<file path="config.mk">
export PLATFORM = sky130hd
export DESIGN_NAME = evg_cordic_cell
export DESIGN_NICKNAME = d
export VERILOG_FILES = /design/src/rtl/core/ellipse_vertex_generator_assert.svh /design/src/rtl/core/evg_pkg.sv /design/src/rtl/core/evg_cordic_cell.sv
export SDC_FILE = /design/constraint.sdc
export NUM_CORES = 1
export LEC_CHECK = 0
export BUFFER_PORTS_ARGS = -buffer_cell sky130_fd_sc_hd__buf_2
export CAP_MARGIN = 15
export CORE_ASPECT_RATIO = 0.5
export CORE_UTILIZATION = 55
export DETAILED_ROUTE_END_ITERATION = 8
export PLACE_DENSITY = 0.82
export SLEW_MARGIN = 20
export SYNTH_ARGS = -nofsm -noshare
export SYNTH_HDL_FRONTEND = slang
export SYNTH_SLANG_ARGS = --single-unit
</file>
<file path="constraint.sdc">
create_clock -name clk -period 7.2 [get_ports clk]
set_clock_uncertainty 0.1 [all_clocks]
set_input_delay 1.08 -clock clk [delete_from_list [all_inputs] [get_ports clk]]
set_output_delay 1.08 -clock clk [all_outputs]
set_load 0.05 [all_outputs]
</file>
<file path="src/rtl/core/ellipse_vertex_generator_assert.svh">
// Assertion macros for the ellipse vertex generator.
`ifndef ELLIPSE_VERTEX_GENERATOR_ASSERT_SVH
`define ELLIPSE_VERTEX_GENERATOR_ASSERT_SVH
`ifndef SYNTHESIS
`define EVG_ASSERT_IMPL(label, clk, rst, prop, msg) \
  label: assert property (@(posedge clk) disable iff (rst) prop) else $error(msg);
`define EVG_ASSERT_NR(label, clk, prop, msg) \
  label: assert property (@(posedge clk) prop) else $error(msg);
`else
`define EVG_ASSERT_IMPL(label, clk, rst, prop, msg)
`define EVG_ASSERT_NR(label, clk, prop, msg)
`endif
`endif

</file>
<file path="src/rtl/core/evg_pkg.sv">
package evg_pkg;
  localparam int MaxSegments = 4096;
  localparam int CordicStages = 16;
  localparam int SegW = 13;
  localparam int CordW = 34;
  localparam int AngW = 33;
  localparam int QuoW = 45;
  localparam int DivSteps = 45;
  localparam logic [CordW-1:0] InvGain = CordW'(652032874);

  localparam logic [2:0] REG_RADIUS = 3'd0;
  localparam logic [2:0] REG_SCALE_X = 3'd1;
  localparam logic [2:0] REG_SCALE_Y = 3'd2;
  localparam logic [2:0] REG_CENTER_X = 3'd3;
  localparam logic [2:0] REG_CENTER_Y = 3'd4;
  localparam logic [2:0] REG_SEGMENTS = 3'd5;
  localparam logic [2:0] REG_COLOR = 3'd6;

  typedef struct packed {
    logic last;
    logic [31:0] color;
    logic [15:0] radius;
    logic [15:0] scale_x;
    logic [15:0] scale_y;
    logic signed [23:0] center_x;
    logic signed [23:0] center_y;
  } side_t;

  function automatic logic [31:0] atan_turn(input int k);
    logic [31:0] r;
    case (k)
      0: r = 32'd536870912;
      1: r = 32'd316933406;
      2: r = 32'd167458907;
      3: r = 32'd85004756;
      4: r = 32'd42667331;
      5: r = 32'd21354465;
      6: r = 32'd10679838;
      7: r = 32'd5340245;
      8: r = 32'd2670163;
      9: r = 32'd1335087;
      10: r = 32'd667544;
      11: r = 32'd333772;
      12: r = 32'd166886;
      13: r = 32'd83443;
      14: r = 32'd41722;
      15: r = 32'd20861;
      16: r = 32'd10430;
      17: r = 32'd5215;
      18: r = 32'd2608;
      19: r = 32'd1304;
      20: r = 32'd652;
      21: r = 32'd326;
      22: r = 32'd163;
      default: r = 32'd81;
    endcase
    return r;
  endfunction
endpackage

</file>
<file path="src/rtl/core/evg_cordic_cell.sv">
module evg_cordic_cell (
  input  logic clk,
  input  logic en,
  input  logic [4:0] stage,
  input  logic signed [evg_pkg::CordW-1:0] x_in,
  input  logic signed [evg_pkg::CordW-1:0] y_in,
  input  logic signed [evg_pkg::AngW-1:0] z_in,
  input  logic flip_in,
  input  evg_pkg::side_t side_in,
  output logic signed [evg_pkg::CordW-1:0] x_out,
  output logic signed [evg_pkg::CordW-1:0] y_out,
  output logic signed [evg_pkg::AngW-1:0] z_out,
  output logic flip_out,
  output evg_pkg::side_t side_out
);
  import evg_pkg::*;
  logic signed [CordW-1:0] dx;
  logic signed [CordW-1:0] dy;
  logic signed [AngW-1:0] at;
  always_comb begin
    dx = y_in >>> stage;
    dy = x_in >>> stage;
    at = $signed({1'b0, atan_turn(int'(stage))});
  end
  always_ff @(posedge clk) begin
    if (en) begin
      if (!z_in[AngW-1]) begin
        x_out <= x_in - dx;
        y_out <= y_in + dy;
        z_out <= z_in - at;
      end else begin
        x_out <= x_in + dx;
        y_out <= y_in - dy;
        z_out <= z_in + at;
      end
      flip_out <= flip_in;
      side_out <= side_in;
    end
  end
endmodule

</file>
==> run_results.csv <==
group,metric,value,unit
status,status,"finished, final reports clean",
synth,syn-num-nets,2218,
power_and_ir_drop,ir_drop,0.193,mV
floorplan,core,34700,µm²
final_layout,drive_above_1_share,32.1,%
synth,synthXorXnorAreaFrac,7.77,%
synth,synth_seq_area_share,35.6,%
worst_setup_path,arrival,6.77,ns
min_path,hold_class,"input pin to register",
worst_setup_path,worstPathMaxFanout,69,
worst_setup_path,required,7.40,ns
timing,fin_setup_tns,0,ns
global_route,grt-ovfl-total,0,
worst_setup_path,path_cells,"buf_6 -> buf_12 -> mux4_1 -> a32oi_1 -> o211ai_1 -> a221oi_1 -> buf_4 -> nand3_1 -> buf_4 -> nor3_1 -> buf_4 -> a21oi_1 -> xnor2_1 -> ha_1 -> a21o_1 -> a21o_1 -> a21oi_1 -> buf_4 -> a21oi_1 -> nand3b_1 -> a21oi_1 -> o21ai_0 -> a31oi_1 -> xor2_1",
worst_setup_path,startpoint_type,"input pin",
timing,post-route-period-util,91.3,%
power_and_ir_drop,power.density,246,nW/µm²
global_route,grt_pass1_wl,101000,µm
run,maxCapViolCount,0,
synth,async_flop_share,0,%
cts,cts_made_buffers,22,
synth,syn_area,19500,µm²
synth,synthMuxAreaShare,14.6,%
floorplan,die_h,135,µm
routing,drt_wl_total,68800,µm
timing,setup_viol_count_final,0,
routing,vias_per_cell,6.32,
timing,tightest_slew,1.14,ns
placement,dp_slack,0.158,ns
synth,synth_top_family_by_area,"compound AO/OA/AOI/OAI gates",
synth,synth-simple-area-share,12.6,%
cts,cts-root-buf,"clkbuf_16",
timing,hold_violations,0,
synth,syn_inst,1869,
placement,gp_congestion,1.01,
floorplan,die_area,36300,µm²
power_and_ir_drop,finalPower,0.00582,W
routing,firstDrtPassIters,6,
synth,ys_warn_count,0,
routing,drt-initial-drc-count,2176,
final_layout,finalNetCount,2761,
final_layout,area_growth,21.4,%
synth,synth_flop_cell,"edfxtp_1",
cts,cts_setup_buffers,0,
worst_setup_path,slowest_delay,0.80,ns
power_and_ir_drop,leakagePower,10.1,nW
placement,io_buffers,468,
routing,via_count,18300,
cts,cts_buffer_depth,3,
timing,relSlewSlack,23.7,%
cts,cts_sinks,231,
worst_setup_path,critical_path_buf_inv_count,6,
cts,cts.repair.resized,0,
timing,fin_ws,0.630,ns
synth,synth_compound_area_share,18.2,%
floorplan,rows,48,
timing,period_needed,6.57,ns
cts,htreeDepth,1,
routing,wl_per_cell,23.7,µm
synth,yosys.cell_types.count,100,
timing,rsz0062_at_grt,"no",
worst_setup_path,setup.worst_path.end_class,"register",
global_route,grtUsageTotal,36.4,%
synth,syn-mean-instance-area,10.4,µm²
routing,drc,0,
synth,yosys_register_bits,231,
cts,cts_tree,"yes",
floorplan,initial_core_util,56.2,%
worst_setup_path,crit_type,"input pin to register",
timing,slew_violations,0,
floorplan,die_w,268,µm
worst_setup_path,crit_family,"compound AO/OA/AOI/OAI gates",
worst_setup_path,slowest_stage,"mux4_1",
global_route,antenna_found_initial,3,
global_route,grt_max_degree,193,
placement,dpl.hpwl,53400,µm
synth,synth_enable_flop_cells,231,
timing,fmaxAchievable,152,MHz
global_route,grt_pass1_vias,16800,
floorplan,ioPinCount,469,
cts,postCtsHoldBufs,0,
routing,ant_nets,0,
synth,synth_fa_ha_area_share,7.23,%
cts,clkTransAtPathRegs,0.07,ns
[flip-flops by register name (all words and copies together) (netlist names)]
| signal | cells |
|---|---|
| side_out | 129 |
| flip_out | 1 |
| z_out | 33 |
| x_out | 34 |
| y_out | 34 |
[layout by cell type (no fill, tap or decap), types with 13 or more instances in the layout]
master,count
o21ai_0,87
nand2b_1,23
nor2_1,161
mux2i_1,54
a21oi_1,154
ha_1,108
o22ai_1,25
and3_1,13
a21o_1,53
nor3_1,29
edfxtp_1,231
o211ai_1,14
o21a_1,25
buf_4,145
buf_2,464
mux2_2,33
xnor2_1,104
nand2_1,143
mux4_1,23
inv_1,37
a211oi_1,23
nor2b_1,30
clkbuf_16,22
nand3_1,29
a31oi_1,23
xor2_1,69
mux4_2,58
and2_1,15
[layout make-up]
class,count,area (µm²)
clock inverter,9,86.3
clock buffer,27,569
multi-input combinational,1500,11800
timing repair buffer,617,3560
tap,475,594
sequential,231,6940
fill,2763,11000
antenna,3,7.51
inverter,40,150
[layer usage]
metal | vias to the layer above | track usage (%) | routed length, µm
li1 | 8264 | - | -
met1 | 8728 | 49.5 | 27500
met2 | 1210 | 57.8 | 31300
met5 | - | 0 | 0
met3 | 141 | 8.71 | 8020
met4 | 0 | 10.9 | 1960
[stage by stage]
step	cells	hold WS (ns)	util, %	instance area [µm²]
final	2902	0.582	68.3	23700
after global routing	2902	0.581	68.3	23700
after CTS	2899	0.578	68.2	23700
after detailed placement	2863	1.16	66.3	23000
after global placement	2863	1.16	66.3	23000
after floorplan	1869	1.08	-	19500
[synth_stat cells, types with 25 or more instances]
cell type,count,area [µm²]
a21o_1,53,398
a21oi_1,154,771
buf_2,25,125
clkbuf_1,36,135
edfxtp_1,231,6940
ha_1,108,1350
inv_1,37,139
mux2_2,33,372
mux2i_1,54,541
mux4_2,58,1310
nand2_1,143,537
nand3_1,29,145
nor2_1,161,604
nor2b_1,30,188
nor3_1,29,145
o21a_1,25,188
o21ai_0,87,435
o22ai_1,25,156
xnor2_1,104,911
xor2_1,69,604
[power by group]
part / switching (W) / leakage (nW) / internal [W]
clock: 0.000520 / 0.320 / 0.000599
sequential: 0.0000537 / 2.26 / 0.00178
combinational: 0.00191 / 7.49 / 0.000957
[cells by family (layout without fill, tap and decap cells)]
kind of cell,Yosys count,after routing
mux,170,170
xor+xnor,173,173
compound gates,541,541
fa+ha+maj,111,111
flops,231,231
other cells,0,3
buf+inv,138,693
simple gates,505,505
[worst paths after layout]
path                   startpoint                     end  cells after the start
worst max-delay path     stage[0]     y_out[32]$_DFFE_PP_                     24
worst min-delay path  side_in[61]  side_out[61]$_DFFE_PP_                      1
Note: power is estimated with default switching activity, not from simulation.
