--- src/rtl/core/ellipse_vertex_generator_assert.svh ---
// Assertion macros for the ellipse vertex generator.
`ifndef ELLIPSE_VERTEX_GENERATOR_ASSERT_SVH
`define ELLIPSE_VERTEX_GENERATOR_ASSERT_SVH
`ifndef SYNTHESIS
`define EVG_ASSERT_IMPL(label, clk, rst, prop, msg) \
  label: assert property (@(posedge clk) disable iff (rst) prop) else $error(msg);
`define EVG_ASSERT_NR(label, clk, prop, msg) \
  label: assert property (@(posedge clk) prop) else $error(msg);
`else
`define EVG_ASSERT_IMPL(label, clk, rst, prop, msg)
`define EVG_ASSERT_NR(label, clk, prop, msg)
`endif
`endif

--- src/rtl/core/evg_pkg.sv ---
package evg_pkg;
  localparam int MaxSegments = 4096;
  localparam int CordicStages = 16;
  localparam int SegW = 13;
  localparam int CordW = 34;
  localparam int AngW = 33;
  localparam int QuoW = 45;
  localparam int DivSteps = 45;
  localparam logic [CordW-1:0] InvGain = CordW'(652032874);

  localparam logic [2:0] REG_RADIUS = 3'd0;
  localparam logic [2:0] REG_SCALE_X = 3'd1;
  localparam logic [2:0] REG_SCALE_Y = 3'd2;
  localparam logic [2:0] REG_CENTER_X = 3'd3;
  localparam logic [2:0] REG_CENTER_Y = 3'd4;
  localparam logic [2:0] REG_SEGMENTS = 3'd5;
  localparam logic [2:0] REG_COLOR = 3'd6;

  typedef struct packed {
    logic last;
    logic [31:0] color;
    logic [15:0] radius;
    logic [15:0] scale_x;
    logic [15:0] scale_y;
    logic signed [23:0] center_x;
    logic signed [23:0] center_y;
  } side_t;

  function automatic logic [31:0] atan_turn(input int k);
    logic [31:0] r;
    case (k)
      0: r = 32'd536870912;
      1: r = 32'd316933406;
      2: r = 32'd167458907;
      3: r = 32'd85004756;
      4: r = 32'd42667331;
      5: r = 32'd21354465;
      6: r = 32'd10679838;
      7: r = 32'd5340245;
      8: r = 32'd2670163;
      9: r = 32'd1335087;
      10: r = 32'd667544;
      11: r = 32'd333772;
      12: r = 32'd166886;
      13: r = 32'd83443;
      14: r = 32'd41722;
      15: r = 32'd20861;
      16: r = 32'd10430;
      17: r = 32'd5215;
      18: r = 32'd2608;
      19: r = 32'd1304;
      20: r = 32'd652;
      21: r = 32'd326;
      22: r = 32'd163;
      default: r = 32'd81;
    endcase
    return r;
  endfunction
endpackage

--- src/rtl/core/evg_div_cell.sv ---
module evg_div_cell (
  input  logic clk,
  input  logic en,
  input  logic [evg_pkg::QuoW-1:0] num_in,
  input  logic [evg_pkg::SegW:0] rem_in,
  input  logic [evg_pkg::SegW-1:0] seg_in,
  input  evg_pkg::side_t side_in,
  output logic [evg_pkg::QuoW-1:0] num_out,
  output logic [evg_pkg::SegW:0] rem_out,
  output logic [evg_pkg::SegW-1:0] seg_out,
  output evg_pkg::side_t side_out
);
  import evg_pkg::*;
  logic [SegW+1:0] trial;
  logic [SegW+1:0] diff;
  always_comb begin
    trial = {rem_in, num_in[QuoW-1]};
    diff = trial - {2'b0, seg_in};
  end
  always_ff @(posedge clk) begin
    if (en) begin
      if (!diff[SegW+1]) begin
        rem_out <= diff[SegW:0];
        num_out <= {num_in[QuoW-2:0], 1'b1};
      end else begin
        rem_out <= trial[SegW:0];
        num_out <= {num_in[QuoW-2:0], 1'b0};
      end
      seg_out <= seg_in;
      side_out <= side_in;
    end
  end
endmodule

--- config.mk ---
export PLATFORM = sky130hd
export DESIGN_NAME = evg_div_cell
export DESIGN_NICKNAME = d
export VERILOG_FILES = /design/src/rtl/core/ellipse_vertex_generator_assert.svh /design/src/rtl/core/evg_pkg.sv /design/src/rtl/core/evg_div_cell.sv
export SDC_FILE = /design/constraint.sdc
export NUM_CORES = 1
export LEC_CHECK = 0
export BUFFER_PORTS_ARGS = -buffer_cell sky130_fd_sc_hd__buf_2
export CAP_MARGIN = 20
export CORE_AREA = 4 4 154 156
export CTS_CLUSTER_DIAMETER = 80
export DETAILED_ROUTE_END_ITERATION = 8
export DIE_AREA = 0 0 158 160
export PLACE_DENSITY_LB_ADDON = 0.05
export SLEW_MARGIN = 0
export SYNTH_ARGS = -nofsm -noshare
export SYNTH_HDL_FRONTEND = slang
export SYNTH_SLANG_ARGS = --single-unit
--- constraint.sdc ---
create_clock -name clk -period 4 [get_ports clk]
set_input_delay 0.2 -clock clk [delete_from_list [all_inputs] [get_ports clk]]
set_output_delay 0.2 -clock clk [all_outputs]
set_load 0.02 [all_outputs]
==> impl_metrics.sql <==
INSERT INTO impl_metrics (metric_group, metric, value, unit) VALUES
('status', 'run_status', 'complete, no violations', ''),
('sta', 'tns', '0', 'ps'),
('hold_path', 'holdCritPathClass', 'in -> reg', ''),
('drt', 'postRouteAntennaNets', '0', ''),
('logic_synthesis', 'syn-num-nets', '532', ''),
('grt', 'grt_pass1_wl', '31700', 'um'),
('finish', 'final_design_area_excluding_fillers', '0.0119', 'mm2'),
('drt', 'dr.pass1.iters', '4', ''),
('finish', 'final_core_util', '0.532', ''),
('clock_network', 'cts_num_sinks', '201', ''),
('drt', 'drtIter0Drc', '204', ''),
('drt', 'drt_drc_violations_left', '0', ''),
('drt', 'vias', '5242', ''),
('floorplan', 'core_area', '0.0224', 'mm2'),
('drt', 'drt-wirelength-per-cell', '17.9', 'um'),
('pwr', 'p_leak', '5.16', 'nW'),
('clock_network', 'cts_made_buffers', '23', ''),
('sta', 'final_setup_margin', '978', 'ps'),
('logic_synthesis', 'yosysWarnings', '0', ''),
('logic_synthesis', 'avgSynthCellArea', '22.1', 'um2'),
('sta', 'final.hold.worst_slack', '37.9', 'ps'),
('logic_synthesis', 'synth_enable_flop_cells', '201', ''),
('clock_network', 'postCtsSetupRepairBufs', '0', ''),
('floorplan', 'die_area', '0.0253', 'mm2'),
('finish', 'nNetsFinal', '1147', ''),
('place', 'dpl.hpwl', '16200', 'um'),
('worst_setup_path', 'timing.critical_path.required', '4240', 'ps'),
('clock_network', 'htree_levels', '1', ''),
('sta', 'finalHoldViolCount', '0', ''),
('grt', 'antenna_violations_before_repair', '0', ''),
('worst_setup_path', 'critPathMaxStageDelay', '530', 'ps'),
('grt', 'grt.total_usage', '0.163', ''),
('logic_synthesis', 'cells_after_synth', '315', ''),
('sta', 'slew_margin_rel', '0.503', ''),
('clock_network', 'clock_tree.root_cell', 'sky130_fd_sc_hd__clkbuf_16', ''),
('grt', 'grt_max_degree', '90', ''),
('logic_synthesis', 'asyncSetResetFlopFracSynth', '0', ''),
('clock_network', 'clk_transition_reported_paths', '60', 'ps'),
('worst_setup_path', 'slowest_stage', 'sky130_fd_sc_hd__dlygate4sd3_1', ''),
('grt', 'grt_overflow_total', '0', ''),
('grt', 'first_global_vias', '5667', ''),
('place', 'place.port_buffers', '403', ''),
('sta', 'grt_setup_unrepaired', 'no', ''),
('finish', 'antenna_cells_inserted', '0', ''),
('sta', 'finalSetupViolations', '0', ''),
('pwr', 'max-vdd-ir-drop', '0.245', 'mV'),
('floorplan', 'placementRows', '55', ''),
('drt', 'drt-vias-per-instance', '4.27', ''),
('pwr', 'cellPowerDensity', '452', 'mW/mm2'),
('worst_setup_path', 'arrival_time_reported_for_the_critical_path_endpoint', '3260', 'ps'),
('sta', 'period_minus_slack', '3020', 'ps'),
('finish', 'synthToLayoutAreaGrowth', '71.4', '%'),
('finish', 'drive_gt1_frac', '0.470', ''),
('sta', 'worst-slew-pin-transition', '745', 'ps'),
('floorplan', 'die-width', '158', 'um'),
('sta', 'timing.final.max_slew_violations', '0', ''),
('floorplan', 'design.portCount', '404', ''),
('floorplan', 'initial_utilization', '0.311', ''),
('worst_setup_path', 'cell_chain_of_the_critical_path', 'dlygate4sd3_1 -> buf_2 -> ha_1 -> fa_1 -> nor2b_1 -> o311ai_0 -> nand2_1 -> nor4_1 -> a2111oi_4 -> buf_4 -> mux2_2', ''),
('place', 'detailedPlace.worstSlack', '965', 'ps'),
('run', 'cap_viol_max_count', '0', ''),
('worst_setup_path', 'timing.setup.critical_path_class', 'in -> reg', ''),
('place', 'place.gp.congestion', '0.756', ''),
('clock_network', 'cts_max_path_buffers', '3', ''),
('drt', 'routed_wl', '22100', 'um'),
('worst_setup_path', 'worst_setup_path_start_kind', 'input port', ''),
('worst_setup_path', 'timing.critical_path.fanout_max', '13', ''),
('logic_synthesis', 'postSynthRegisterBits', '201', ''),
('clock_network', 'tritoncts', 'built', ''),
('place', 'placement.cell_area', '0.00935', 'mm2'),
('sta', 'maxClockFrequency', '0.331', 'GHz'),
('sta', 'share_of_the_clock_period_used_by_the_worst_path_after_layout', '0.756', ''),
('logic_synthesis', 'synth-main-ff-cell', 'sky130_fd_sc_hd__edfxtp_1', ''),
('floorplan', 'die-height', '160', 'um'),
('logic_synthesis', 'synth.cell_area', '0.00695', 'mm2'),
('logic_synthesis', 'synth_seq_area_share', '0.869', ''),
('finish', 'fill_cells', '1920', ''),
('worst_setup_path', 'end_kind', 'flip-flop', ''),
('logic_synthesis', 'synth_cell_type_count', '41', '');
Yosys cell counts, types with 2 or more instances:
library cell,number,area (um2)
sky130_fd_sc_hd__a21oi_1,5,25.0
sky130_fd_sc_hd__mux2i_1,3,30.0
sky130_fd_sc_hd__o21a_1,6,45.0
sky130_fd_sc_hd__mux2_2,7,78.8
sky130_fd_sc_hd__edfxtp_1,201,6040
sky130_fd_sc_hd__inv_1,16,60.1
sky130_fd_sc_hd__a31oi_1,2,12.5
sky130_fd_sc_hd__nand2_1,4,15.0
sky130_fd_sc_hd__nand3_1,2,10.0
sky130_fd_sc_hd__and3_1,3,18.8
sky130_fd_sc_hd__xor2_1,5,43.8
sky130_fd_sc_hd__nor2_1,7,26.3
sky130_fd_sc_hd__ha_1,13,163
sky130_fd_sc_hd__o21ai_0,3,15.0
sky130_fd_sc_hd__xnor2_1,4,35.0
sky130_fd_sc_hd__a21o_1,6,45.0
sky130_fd_sc_hd__a211o_1,2,17.5
sky130_fd_sc_hd__nor2b_1,3,18.8
timing repair:
item,CTS,global route
resized for setup,0,0
hold buffers,186,0
hold endpoints to repair,186,0
worst max-delay path: cells and delay by family:
family / cells / cell delay (ps)
compound gates: 2 / 640
simple gates: 3 / 470
fa+ha+maj: 2 / 610
buf+inv: 3 / 980
mux: 1 / 360
through the flow:
step                      instances  total power [mW]
after CTS                      1229              5.47
after floorplan                 315              2.98
after global placement         1004              3.34
after global routing           1229              5.61
after detailed placement       1004              3.34
final                          1229              5.38
area by class of cell:
cell class | count | area [um2] | area share
multi-input combinational | 96 | 835 | 0.0701
clock inverter | 11 | 100 | 0.00841
inverter | 16 | 60.1 | 0.00505
tap | 285 | 357 | 0.0300
sequential | 201 | 6040 | 0.507
timing repair buffer | 592 | 3920 | 0.330
clock buffer | 28 | 594 | 0.0499
cells by family (layout without fill, tap and decap cells):
group	after synthesis	after routing	synth area share
flops	201	201	0.869
compound gates	35	35	0.0405
simple gates	26	26	0.0223
buf+inv	18	647	0.0110
fa+ha+maj	14	14	0.0263
mux	11	11	0.0173
xor+xnor	10	10	0.0137
per-layer routing:
| layer | routed length, um | part of all wire | track usage | up-vias |
|---|---|---|---|---|
| met3 | 1770 | 0.080 | 0.0423 | 43 |
| met5 | 0 | 0 | 0 | - |
| met1 | 7600 | 0.34 | 0.166 | 2505 |
| li1 | - | - | - | 2479 |
| met2 | 12000 | 0.55 | 0.316 | 215 |
| met4 | 667 | 0.030 | 0.0562 | 0 |
flip-flops by register name (all words and copies together) (netlist names):
signal / flops
rem_out: 14
seg_out: 13
num_out: 45
side_out: 129
path summary, 6_finish.rpt:
path,to,cells past startpoint,startpoint
worst max-delay path,rem_out[6],11,seg_in[0]
worst min-delay path,rem_out[8],2,rem_in[7]
report_power, final:
group | switching [mW] | internal (mW)
sequential | 0.0402 | 2.52
clock | 0.768 | 1.17
combinational | 0.498 | 0.379
cell usage in the layout (no fill, tap or decap), types with 2 or more instances in the layout:
| cell type | instances |
|---|---|
| sky130_fd_sc_hd__a211o_1 | 2 |
| sky130_fd_sc_hd__o21ai_0 | 3 |
| sky130_fd_sc_hd__mux2_2 | 7 |
| sky130_fd_sc_hd__o21a_1 | 6 |
| sky130_fd_sc_hd__nor2b_1 | 3 |
| sky130_fd_sc_hd__nor2_1 | 7 |
| sky130_fd_sc_hd__mux2i_1 | 3 |
| sky130_fd_sc_hd__a31oi_1 | 2 |
| sky130_fd_sc_hd__a21oi_1 | 5 |
| sky130_fd_sc_hd__and3_1 | 3 |
| sky130_fd_sc_hd__inv_1 | 16 |
| sky130_fd_sc_hd__bufinv_16 | 2 |
| sky130_fd_sc_hd__clkbuf_1 | 5 |
| sky130_fd_sc_hd__buf_4 | 2 |
| sky130_fd_sc_hd__xor2_1 | 5 |
| sky130_fd_sc_hd__ha_1 | 13 |
| sky130_fd_sc_hd__clkinv_1 | 7 |
| sky130_fd_sc_hd__dlygate4sd3_1 | 186 |
| sky130_fd_sc_hd__clkbuf_16 | 23 |
| sky130_fd_sc_hd__xnor2_1 | 4 |
| sky130_fd_sc_hd__a21o_1 | 6 |
| sky130_fd_sc_hd__nand2_1 | 4 |
| sky130_fd_sc_hd__nand3_1 | 2 |
| sky130_fd_sc_hd__edfxtp_1 | 201 |
| sky130_fd_sc_hd__buf_2 | 402 |
Power figures use the tool's default switching activity.
